File: src/design/lcks_pkg.sv
// shared types and constants for the load-cell averaging kalman scale
// no dependencies
package lcks_pkg;

    localparam int RING_DEPTH = 16;
    localparam int RING_IDX_W = $clog2(RING_DEPTH);
    localparam int LEN_W      = RING_IDX_W + 1;
    localparam int SAMPLE_W   = 24;
    localparam int SUM_W      = SAMPLE_W + RING_IDX_W;
    localparam int AVG_W      = 25;
    localparam int EST_W      = 48;
    localparam int VAR_W      = 32;
    localparam int GAIN_W     = 16;
    localparam int SCALE_W    = 48;
    localparam int WEIGHT_W   = 32;
    localparam int CFG_IDX_W  = 3;
    localparam int CFG_DATA_W = 48;

    // divider geometry, shared by the average and the gain
    localparam int DIV_N_W    = 48;
    localparam int DIV_D_W    = 33;
    localparam int DIV_CNT_W  = 6;

    localparam logic [LEN_W-1:0]   RST_WINDOW_LEN = LEN_W'(3);
    localparam logic [SCALE_W-1:0] RST_GRAMS      = SCALE_W'(3217446);
    localparam logic [VAR_W-1:0]   RST_NOISE      = VAR_W'(655360);
    localparam logic [VAR_W-1:0]   RST_VARIANCE   = VAR_W'(983040);

    typedef enum logic [CFG_IDX_W-1:0] {
        CFG_WINDOW_LEN      = 3'd0,
        CFG_TARE_OFFSET     = 3'd1,
        CFG_GRAMS_PER_COUNT = 3'd2,
        CFG_PROCESS_NOISE   = 3'd3,
        CFG_MEASURE_NOISE   = 3'd4
    } t_cfg_idx;

    typedef enum logic [3:0] {
        S_IDLE,
        S_WRAP,
        S_SUM,
        S_AVG_START,
        S_AVG_WAIT,
        S_GAIN_START,
        S_GAIN_WAIT,
        S_MUL,
        S_APPLY,
        S_WEIGHT,
        S_OUT
    } t_state;

endpackage

File: src/design/lcks_div.sv
// restoring unsigned divider, one quotient bit per cycle
// uses lcks_pkg
module lcks_div (
    input  logic                           i_clk,
    input  logic                           i_rst_n,
    input  logic                           i_start,
    input  logic [lcks_pkg::DIV_N_W-1:0]   i_dividend,
    input  logic [lcks_pkg::DIV_D_W-1:0]   i_divisor,
    output logic                           o_done,
    output logic [lcks_pkg::DIV_N_W-1:0]   o_quotient
);
    logic                            r_busy, n_busy;
    logic                            r_done, n_done;
    logic [lcks_pkg::DIV_CNT_W-1:0]  r_cnt, n_cnt;
    logic [lcks_pkg::DIV_D_W-1:0]    r_rem, n_rem;
    logic [lcks_pkg::DIV_N_W-1:0]    r_quo, n_quo;
    logic [lcks_pkg::DIV_D_W-1:0]    r_div, n_div;
    logic [lcks_pkg::DIV_D_W:0]      w_trial;

    assign w_trial = {r_rem, r_quo[lcks_pkg::DIV_N_W-1]};

    always_comb begin
        n_busy = r_busy;
        n_done = 1'b0;
        n_cnt  = r_cnt;
        n_rem  = r_rem;
        n_quo  = r_quo;
        n_div  = r_div;
        if (!r_busy) begin
            if (i_start) begin
                n_busy = 1'b1;
                n_cnt  = '0;
                n_rem  = '0;
                n_quo  = i_dividend;
                n_div  = i_divisor;
            end
        end else begin
            // shift in next dividend bit, subtract when it fits
            if (w_trial >= {1'b0, r_div}) begin
                n_rem = lcks_pkg::DIV_D_W'(w_trial - {1'b0, r_div});
                n_quo = {r_quo[lcks_pkg::DIV_N_W-2:0], 1'b1};
            end else begin
                n_rem = w_trial[lcks_pkg::DIV_D_W-1:0];
                n_quo = {r_quo[lcks_pkg::DIV_N_W-2:0], 1'b0};
            end
            n_cnt = r_cnt + 1'b1;
            if (r_cnt == lcks_pkg::DIV_CNT_W'(lcks_pkg::DIV_N_W - 1)) begin
                n_busy = 1'b0;
                n_done = 1'b1;
            end
        end
    end

    always_ff @(posedge i_clk) begin
        if (!i_rst_n) begin
            r_busy <= 1'b0;
            r_done <= 1'b0;
        end else begin
            r_busy <= n_busy;
            r_done <= n_done;
        end
        r_cnt <= n_cnt;
        r_rem <= n_rem;
        r_quo <= n_quo;
        r_div <= n_div;
    end

    assign o_done     = r_done;
    assign o_quotient = r_quo;
endmodule

File: config.mk
export PLATFORM = sky130hd
export DESIGN_NAME = lcks_div
export DESIGN_NICKNAME = d
export VERILOG_FILES = /design/src/design/lcks_pkg.sv /design/src/design/lcks_div.sv
export SDC_FILE = /design/constraint.sdc
export NUM_CORES = 1
export LEC_CHECK = 0
export BUFFER_PORTS_ARGS = -buffer_cell sky130_fd_sc_hd__buf_4
export CAP_MARGIN = 20
export CELL_PAD_IN_SITES_DETAIL_PLACEMENT = 0
export CELL_PAD_IN_SITES_GLOBAL_PLACEMENT = 1
export CORE_ASPECT_RATIO = 0.7
export CORE_MARGIN = 10
export CORE_UTILIZATION = 25
export CTS_CLUSTER_DIAMETER = 50
export DETAILED_ROUTE_END_ITERATION = 7
export PLACE_DENSITY_LB_ADDON = 0.1
export SLEW_MARGIN = 20
export SYNTH_ARGS = -nofsm -noshare
export SYNTH_HDL_FRONTEND = slang
export SYNTH_SLANG_ARGS = --single-unit
export TNS_END_PERCENT = 1
File: constraint.sdc
create_clock -name i_clk -period 5.75 [get_ports i_clk]
set_input_delay 0.2875 -clock i_clk [delete_from_list [all_inputs] [get_ports i_clk]]
set_output_delay 0.2875 -clock i_clk [all_outputs]
set_load 0.05 [all_outputs]
# Word-level counts from Yosys, hierarchy flattened
# Cells that the tools add are included.
# W data, S select, Z words.
# word_totals
register_bits	122
input_bits	84
out_inout_bits	49
# classes
addsub	2
n_lt_le_gt_ge	1
n_eq_ne	1
muxes	12
n_bitwise	1
n_reduce_logical	3
# op_table
op	count
$mux W33	3
$mux W48	2
$ge A34 B33 Y1	1
$sub A33 B33 Y33	1
$mux W6	2
$add A6 B1 Y6 const B	1
$eq A6 B6 Y1 const B	1
$mux W1	5
$reduce_and A2 Y1	2
$reduce_bool A2 Y1	1
$not A1 Y1	1

# Depth between registers and ports, before layout
# Gate-level depths: netlist (run 1).
# logic_depth
word_depth	3
mapped_depth	14

# Least setup slack after synthesis (run 1)
# Ideal clock, no wire load.
# synth_path
kind	reg2reg
from	register r_quo, in the netlist o_quotient[47]
to	register r_rem[14] (netlist name), data pin
setup_time_ns	0.266
arrival_time_ns	3.005
t_required_ns	5.484
setup_slack_ns	2.479
stages_incl_launch_ff	15
path_buffers	2
period_less_slack_ns	3.271
cell_sequence	edfxtp_1 -> inv_1 -> ha_1 -> inv_1 -> fa_1 -> a21o_1 -> a311oi_2 -> o21ai_2 -> o211ai_1 -> nand4_1 -> a21o_1 -> buf_6 -> buf_6 -> mux2i_1 -> nor2_1
# synth_between
elab_chain_len	3
word_cells_on_any_way	4
classes_between	add/sub: 1; order compare: 1; mux: 2
# synth_lines
element	line	text
from (decl)	lcks_div.sv:16	logic [lcks_pkg::DIV_N_W-1:0] r_quo, n_quo;
from (signal assigned)	lcks_div.sv:64	r_quo <= n_quo;
$sub A33 B33 Y33 / $ge A34 B33 Y1 (equally long branches)	lcks_div.sv:40, lcks_div.sv:39	
$mux W33 (*)	lcks_div.sv:39	if (w_trial >= {1'b0, r_div}) begin
$mux W33 (*)	lcks_div.sv:29	if (!r_busy) begin
to (signal assigned)	lcks_div.sv:63	r_rem <= n_rem;
to (decl)	lcks_div.sv:15	logic [lcks_pkg::DIV_D_W-1:0] r_rem, n_rem;
# Mark *: on every way between the ends. The rest lies on a longest branch, timed or not.
# A chain may end at the register's enable or synchronous reset.

# Worst setup path after layout (run 1)
# layout_path
from	register r_quo, in the netlist o_quotient[47]
to	register r_rem[24] (netlist name), data pin
# The elaborated chain is that of the path after synthesis.

==> reports/metrics.csv, run 1 <==
metric,value,unit
initial antenna violation count,0,
ranking of synthesized cells by instance count,"sky130_fd_sc_hd__edfxtp_1 (120), sky130_fd_sc_hd__mux2_2 (47), sky130_fd_sc_hd__a21oi_1 (46), sky130_fd_sc_hd__inv_1 (45), sky130_fd_sc_hd__nand2_1 (38)",
power consumption,0.003105,W
Worst Path Required,5880,ps
CTS Hold Buffers Added,0,
area of the multi-input gates,0.002938,mm2
WL per Instance,17.96,um
DRC violation count after routing,0,
CTS Buf Count,17,
clock network latency to the later pin of the worst-skew pair,420,ps
buffer cell driving the clock tree root,sky130_fd_sc_hd__clkbuf_16,
iteration-0 DRC count of the detailed router,248,
unrepaired setup endpoints after global routing,false,
Worst Max-Slew Pin Slew,980.9,ps
vertical extent of the die,159.0,um
global-route wire length before repair,30730,um
maximum level of the CTS H-tree,4,
most common cell in the netlist,sky130_fd_sc_hd__edfxtp_1,
type of destination of the critical path,flop,
result of the run,"complete, no violations",
crit-path most repeated cell,sky130_fd_sc_hd__inv_1,
synth-to-layout area growth,27.48,%
setup_tns,0,ps
crit path cell chain,inv_1 -> ha_1 -> inv_1 -> fa_1 -> a21o_1 -> a311oi_2 -> o21ai_2 -> o211ai_1 -> nand4_1 -> a21oi_2 -> or3_1 -> a21oi_1,
Hold Crit Class,in2reg,
part of the power in combinational logic,29.7,%
Top Layer Used,met4,
count of max-cap constraint violations,0,
Post-DP HPWL,14330,um
diode count,0,
post-detailed-route count of antenna-violating nets,0,
"Seq/Total Area, Yosys",52.79,%
"Hold Vio Cnt, Final",0,
Std-Cell Core Area,0.02696,mm2
width of the chip,218.6,um
ys async rst share,0,%
number of failing setup endpoints in the final timing report,0,
Final Max Slew Viols,0,
leading area contributor after synthesis,sky130_fd_sc_hd__edfxtp_1,
internal power,0.002085,W
total nets after synthesis,718,
Max Fanout on Critical Path,17,
final wirelength,19760,um
number of filler instances in the final layout,2716,
most instantiated flip-flop cell in the synthesis netlist,sky130_fd_sc_hd__edfxtp_1,
Reg area,0.003645,mm2
warning count from the yosys run,0,
cell area after technology mapping,0.006902,mm2
Resized Gates After CTS,0,
worst slew margin relative to its limit,33.91,%
Final period util,63.45,%
Initial Util,25.60,%
total via count in the routed design,5034,
gate family responsible for the most delay along the worst path,compound AO/OA/AOI/OAI gates,
combined global-route utilization of all metal layers,11.35,%
worst-case vdd ir drop,0.0001845,V
Met3 Wirelength,572,um
routability-driven placement congestion ratio,0.7777,
startpoint-to-endpoint class of the critical path,reg2reg,
clock transition at the register clock pins on the worst setup and hold paths after CTS,60,ps
net total in the final layout,843,
Mapped Avg Cell Area,11.52,um2
part of the total power dissipated in sequential elements,37.1,%
Yosys top cell area share,52.21,%
Tmin final,3648,ps
overall overflow remaining after global route,0,
cells taking the most area after synthesis,"sky130_fd_sc_hd__edfxtp_1 (52%), sky130_fd_sc_hd__mux2_2 (7.7%), sky130_fd_sc_hd__ha_1 (6.2%)",
count of standard-cell rows,50,
Hold WS,46.75,ps
Worst Setup Start Kind,flop,
clock net sink count,122,
Max Root-Sink Buffers,2,
P_leak,3.638,nW
Port Buffers,132,
CP peak stage delay,740,ps
DR pass1 iterations,4,
clock tree from TritonCTS,built,
switching part of the total,32.86,%
setup skew after layout,9.910,ps
Total Die Area,0.03476,mm2
total of flip-flops plus latches after synthesis,122,
proportion of power drawn by the clock network,33.2,%
post-detailed-route via-to-cell ratio,4.576,
I/O pins,133,
met1 WL,10060,um
vias in the first global route,5238,
Setup Buffers After CTS,0,
power spent charging and discharging nets,0.001020,W
CP arrival,3780,ps
Synth Instances,599,
number of enable flip-flop cells after synthesis,120,
critical path buffer and inverter count,2,
wire length on met2,8984,um
standard cell with the maximum stage delay on the critical path,sky130_fd_sc_hd__a21oi_2,
distinct cell type count of the synthesized netlist,55,
max frequency,274.1,MHz
share of final-layout standard cells stronger than drive strength 1,29.48,%
power per standard cell area,352.9,mW/mm2
maximum number of pins on one net before global-route repair,60,
==> kinds of logic (layout without fill, tap and decap cells) <==
kind of cell | Yosys count | after routing | synth area share (%)
xor+xnor | 28 | 28 | 3.553
flops | 122 | 122 | 52.79
simple gates | 145 | 145 | 10.19
compound gates | 128 | 128 | 11.95
fa+ha+maj | 35 | 35 | 6.454
buf+inv | 76 | 213 | 4.786
mux | 65 | 65 | 10.28
==> metal layers <==
layer | track usage (%) | vias to the layer above
met3 | 3.014 | 6
met4 | 2.833 | 0
met2 | 17.10 | 59
li1 | - | 2473
met5 | 0 | -
met1 | 15.70 | 2496
==> power groups by stage <==
| stage | sequential [W] | combinational [W] | clock, W |
|---|---|---|---|
| 5_1_grt | 0.00116 | 0.00101 | 0.00110 |
| 6_report | 0.00115 | 0.000922 | 0.00103 |
| 4_1_cts | 0.00115 | 0.000927 | 0.00106 |
| 3_5_place_dp | 0.00117 | 0.000922 | 0 |
| 2_1_floorplan | 0.00128 | 0.000551 | 0 |
| 3_3_place_gp | 0.00117 | 0.000922 | 0 |
==> through the flow <==
stage / cell area [um2] / std cells / utilization, % / setup WS [ps]
final: 8798 / 1100 / 32.63 / 2102
after global routing: 8798 / 1100 / 32.63 / 1828
after CTS: 8771 / 1099 / 32.53 / 2080
after detailed placement: 8228 / 1068 / 30.52 / 2100
after global placement: 8228 / 1068 / 30.52 / 2225
after floorplan: 6902 / 599 / - / 2479
==> cell type report <==
type / count / share of cell area, %
sequential: 122 / 41.42
multi-input combinational: 401 / 33.39
timing repair buffer: 137 / 11.92
tap: 364 / 5.176
clock buffer: 21 / 5.006
inverter: 45 / 1.920
clock inverter: 10 / 1.166
==> sequential cells by signal (all words and copies together) (netlist names) <==
name	count
r_div	33
r_rem	33
r_busy	1
o_done	1
o_quotient	48
r_cnt	6
==> layout by cell type (no fill, tap or decap), types with 18 or more instances in the layout <==
cell / n
sky130_fd_sc_hd__nand2_1: 38
sky130_fd_sc_hd__a21oi_1: 46
sky130_fd_sc_hd__o21ai_0: 20
sky130_fd_sc_hd__nor2_1: 30
sky130_fd_sc_hd__buf_4: 136
sky130_fd_sc_hd__nand3_1: 28
sky130_fd_sc_hd__mux2i_1: 18
sky130_fd_sc_hd__mux2_2: 47
sky130_fd_sc_hd__ha_1: 34
sky130_fd_sc_hd__inv_1: 45
sky130_fd_sc_hd__edfxtp_1: 120
==> path summary, 6_finish.rpt <==
path	from	to	slack [ps]	cells after the start
hold reg to reg	o_quotient[3]$_DFFE_PP_	o_quotient[4]$_DFFE_PP_	580	1
hold / removal	i_divisor[7]	r_div[7]$_DFFE_PP_	50	1
setup reg to reg	o_quotient[47]$_DFFE_PP_	r_rem[24]$_SDFFCE_PN0P_	2100	12
setup / recovery	o_quotient[47]$_DFFE_PP_	r_rem[24]$_SDFFCE_PN0P_	2100	12
(Power assumes the default switching activity.)
==> run 2: changes to the inputs <==
--- a/config.mk
+++ b/config.mk
@@ -5,6 +5,7 @@
 export SDC_FILE = /design/constraint.sdc
 export NUM_CORES = 1
 export LEC_CHECK = 0
+export ABC_AREA = 1
 export BUFFER_PORTS_ARGS = -buffer_cell sky130_fd_sc_hd__buf_4
 export CAP_MARGIN = 20
 export CELL_PAD_IN_SITES_DETAIL_PLACEMENT = 0
==> constraint.sdc (replaced) <==
create_clock -name i_clk -period 3.6 [get_ports i_clk]
set_input_delay 0.18 -clock i_clk [delete_from_list [all_inputs] [get_ports i_clk]]
set_output_delay 0.18 -clock i_clk [all_outputs]
set_load 0.05 [all_outputs]
==> reports/metrics.csv, run 2 <==
metric,value,unit
I/O pins,133,
Total Die Area,0.04034,mm2
Max Root-Sink Buffers,2,
Reg2Reg Capture Point,r_rem[20]$_SDFFCE_PN0P_,
part of the total power dissipated in sequential elements,34.1,%
Worst Path Required,3790,ps
combined global-route utilization of all metal layers,13.71,%
total nets after synthesis,1215,
Tmin final,2810,ps
"Hold Vio Cnt, Final",0,
leading area contributor after synthesis,sky130_fd_sc_hd__edfxtp_1,
most common cell in the netlist,sky130_fd_sc_hd__nand2_1,
maximum number of pins on one net before global-route repair,61,
vertical extent of the die,171.1,um
global-route wire length before repair,42350,um
power spent charging and discharging nets,0.002038,W
dominant combinational cell family by area after synthesis,simple AND/OR/NAND/NOR gates,
multiplexer area fraction after synthesis,0,%
vias in the first global route,7163,
part of the power in combinational logic,33.9,%
internal power,0.003399,W
ranking of synthesized cells by instance count,"sky130_fd_sc_hd__nand2_1 (451), sky130_fd_sc_hd__inv_1 (201), sky130_fd_sc_hd__edfxtp_1 (120), sky130_fd_sc_hd__nor2_1 (106), sky130_fd_sc_hd__nand3_1 (42)",
Resized Gates After CTS,0,
worst min-delay path startpoint,i_dividend[3],
routability-driven placement congestion ratio,0.8482,
clock net sink count,122,
max frequency,355.9,MHz
P_leak,5.571,nW
maximum level of the CTS H-tree,4,
ys async rst share,0,%
Post-DP HPWL,21350,um
number of filler instances in the final layout,3520,
count of standard-cell rows,55,
DR pass1 iterations,5,
Worst Max-Slew Pin Slew,765.1,ps
iteration-0 DRC count of the detailed router,397,
worst hold path cell count,3,
post-detailed-route count of antenna-violating nets,0,
Hold Path Sink,o_quotient[3]$_DFFE_PP_,
total via count in the routed design,7109,
"Seq/Total Area, Yosys",44.70,%
overall overflow remaining after global route,0,
unrepaired setup endpoints after global routing,false,
Worst Setup Start Kind,flop,
adder and majority cell fraction of the synthesized area,5.465,%
"commonest non-fill, non-tap cell in the layout",sky130_fd_sc_hd__nand2_1,
initial antenna violation count,0,
crit path cell chain,inv_1 -> ha_1 -> inv_1 -> fa_1 -> nand3_2 -> nand3_4 -> nand2_2 -> nand2_2 -> nand2_4 -> nand2_8 -> nor2_1 -> nor2_2,
final wirelength,27810,um
diode count,0,
warning count from the yosys run,0,
launching point of the worst reg2reg path,o_quotient[47]$_DFFE_PP_,
number of flip-flops in the largest register,48,
distinct cell type count of the synthesized netlist,39,
number of failing setup endpoints in the final timing report,0,
buffer cell driving the clock tree root,sky130_fd_sc_hd__clkbuf_16,
CTS Buf Count,17,
clock network latency to the later pin of the worst-skew pair,440,ps
setup_tns,0,ps
clock transition at the register clock pins on the worst setup and hold paths after CTS,60,ps
WL per Instance,15.93,um
type of destination of the critical path,flop,
reg-to-reg setup timing slack,790,ps
cells taking the most area after synthesis,"sky130_fd_sc_hd__edfxtp_1 (44%), sky130_fd_sc_hd__nand2_1 (21%), sky130_fd_sc_hd__inv_1 (9.3%)",
Worst Reg2Reg Path Length in Cells,12,
Hold Crit Class,in2reg,
synth-to-layout area growth,34.36,%
number of enable flip-flop cells after synthesis,120,
Std-Cell Core Area,0.03221,mm2
post-synthesis compound-gate area fraction,1.643,%
post-detailed-route via-to-cell ratio,4.072,
cell area after technology mapping,0.008150,mm2
Yosys top cell area share,44.21,%
xor/xnor share of the synthesized area,1.719,%
"top library cells by usage in the layout, fill and taps aside","sky130_fd_sc_hd__nand2_1 (450), sky130_fd_sc_hd__inv_1 (201), sky130_fd_sc_hd__buf_4 (137)",
power per standard cell area,496.5,mW/mm2
Synth Instances,1096,
count of max-cap constraint violations,0,
setup skew after layout,14.28,ps
total of flip-flops plus latches after synthesis,122,
Mapped Avg Cell Area,7.436,um2
CP arrival,3000,ps
share of final-layout standard cells stronger than drive strength 1,16.76,%
DRC violation count after routing,0,
proportion of power drawn by the clock network,32.0,%
startpoint-to-endpoint class of the critical path,reg2reg,
Port Buffers,132,
width of the chip,235.8,um
Max Fanout on Critical Path,27,
worst-case vdd ir drop,0.0003217,V
Final period util,78.05,%
clock tree from TritonCTS,built,
CP peak stage delay,480,ps
result of the run,"complete, no violations",
core occupancy in the finished layout,34.00,%
Initial Util,25.31,%
most instantiated flip-flop cell in the synthesis netlist,sky130_fd_sc_hd__edfxtp_1,
Final Max Slew Viols,0,
net total in the final layout,1425,
worst slew margin relative to its limit,48.99,%
switching part of the total,37.48,%
standard cell with the maximum stage delay on the critical path,sky130_fd_sc_hd__fa_1,
"share of synthesized cell area in and, or, nand and nor gates",35.06,%
run 2: cell types whose count changed in the layout (fill, tap and decap cells not counted), moves of 16 or more:
cell                            previous run  this run
sky130_fd_sc_hd__mux2i_1                  18         0
sky130_fd_sc_hd__nor2_1                   30       105
sky130_fd_sc_hd__dlygate4sd3_1             0        75
sky130_fd_sc_hd__inv_1                    45       201
sky130_fd_sc_hd__mux2_2                   47         0
sky130_fd_sc_hd__o21ai_0                  20         2
sky130_fd_sc_hd__a21oi_1                  46        19
sky130_fd_sc_hd__nand2_1                  38       450
sky130_fd_sc_hd__xnor2_1                  17         1
run 2: power by group through the flow:
stage                     logic (W)  registers, W  clock network (W)
after global placement      0.00180       0.00189                  0
after floorplan             0.00102       0.00208                  0
after detailed placement    0.00179       0.00188                  0
after global routing        0.00206       0.00188            0.00187
final                       0.00184       0.00186            0.00174
after CTS                   0.00187       0.00186            0.00180
run 2: critical path: cells and delay by family, from the launching register on:
| family | cells | cell delay, ps |
|---|---|---|
| buffers and inverters | 2 | 230 |
| AND/OR/NAND/NOR | 8 | 1210 |
| adder cells (fa/ha/maj) | 2 | 640 |
| flip-flops | 1 | 460 |
run 2: per-layer routing:
layer / vias to the layer above / global-route usage [%] / wire, um
met4: 0 / 3.029 / 227
met5: - / 0 / 0
met1: 3257 / 20.61 / 15280
met2: 77 / 19.22 / 11450
li1: 3764 / - / -
met3: 11 / 3.092 / 841
run 2: worst max-delay path by stage:
stage / startpoint / end / slack, ps / depth (start not counted)
2_1_floorplan: r_busy$_SDFF_PN0_ / o_quotient[0]$_DFFE_PP_ / 470 / 4
3_3_place_gp: o_quotient[47]$_DFFE_PP_ / r_rem[28]$_SDFFCE_PN0P_ / 740 / 16
3_5_place_dp: o_quotient[47]$_DFFE_PP_ / r_rem[20]$_SDFFCE_PN0P_ / 770 / 12
4_1_cts: o_quotient[47]$_DFFE_PP_ / r_rem[20]$_SDFFCE_PN0P_ / 740 / 12
5_1_grt: o_quotient[47]$_DFFE_PP_ / r_rem[28]$_SDFFCE_PN0P_ / 530 / 16
6_report: o_quotient[47]$_DFFE_PP_ / r_rem[20]$_SDFFCE_PN0P_ / 790 / 12
run 2: cell type report:
class	instances	area, um2	area share, %
clock inverter	13	147.6	1.348
multi-input combinational	744	3592	32.80
inverter	207	777.0	7.096
tap	427	534.3	4.879
clock buffer	19	432.9	3.953
timing repair buffer	214	1819	16.61
sequential	122	3647	33.31
run 2: per-stage QoR:
step	instance area [um2]	hold WS, ps	setup WS [ps]	total power, W	cells
6_report	10950	28.84	790.3	0.005437	1746
5_1_grt	10950	19.33	529.6	0.005808	1746
4_1_cts	10950	0.5793	743.0	0.005529	1746
3_5_place_dp	9619	359.6	766.4	0.003675	1639
3_3_place_gp	9619	359.1	742.7	0.003690	1639
2_1_floorplan	8150	278.9	474.4	0.003096	1096
run 2: timing repair:
action | 4_1_cts | 5_1_grt
buffers inserted | 0 | 0
endpoints found under the hold margin | 76 | 0
hold buffers | 75 | 0
run 2: kinds of logic after synthesis:
logic type,count (synthesis)
adder cells (fa/ha/maj),35
flip-flops,122
buffers and inverters,230
AO/OA/AOI/OAI,25
XOR/XNOR,16
AND/OR/NAND/NOR,668
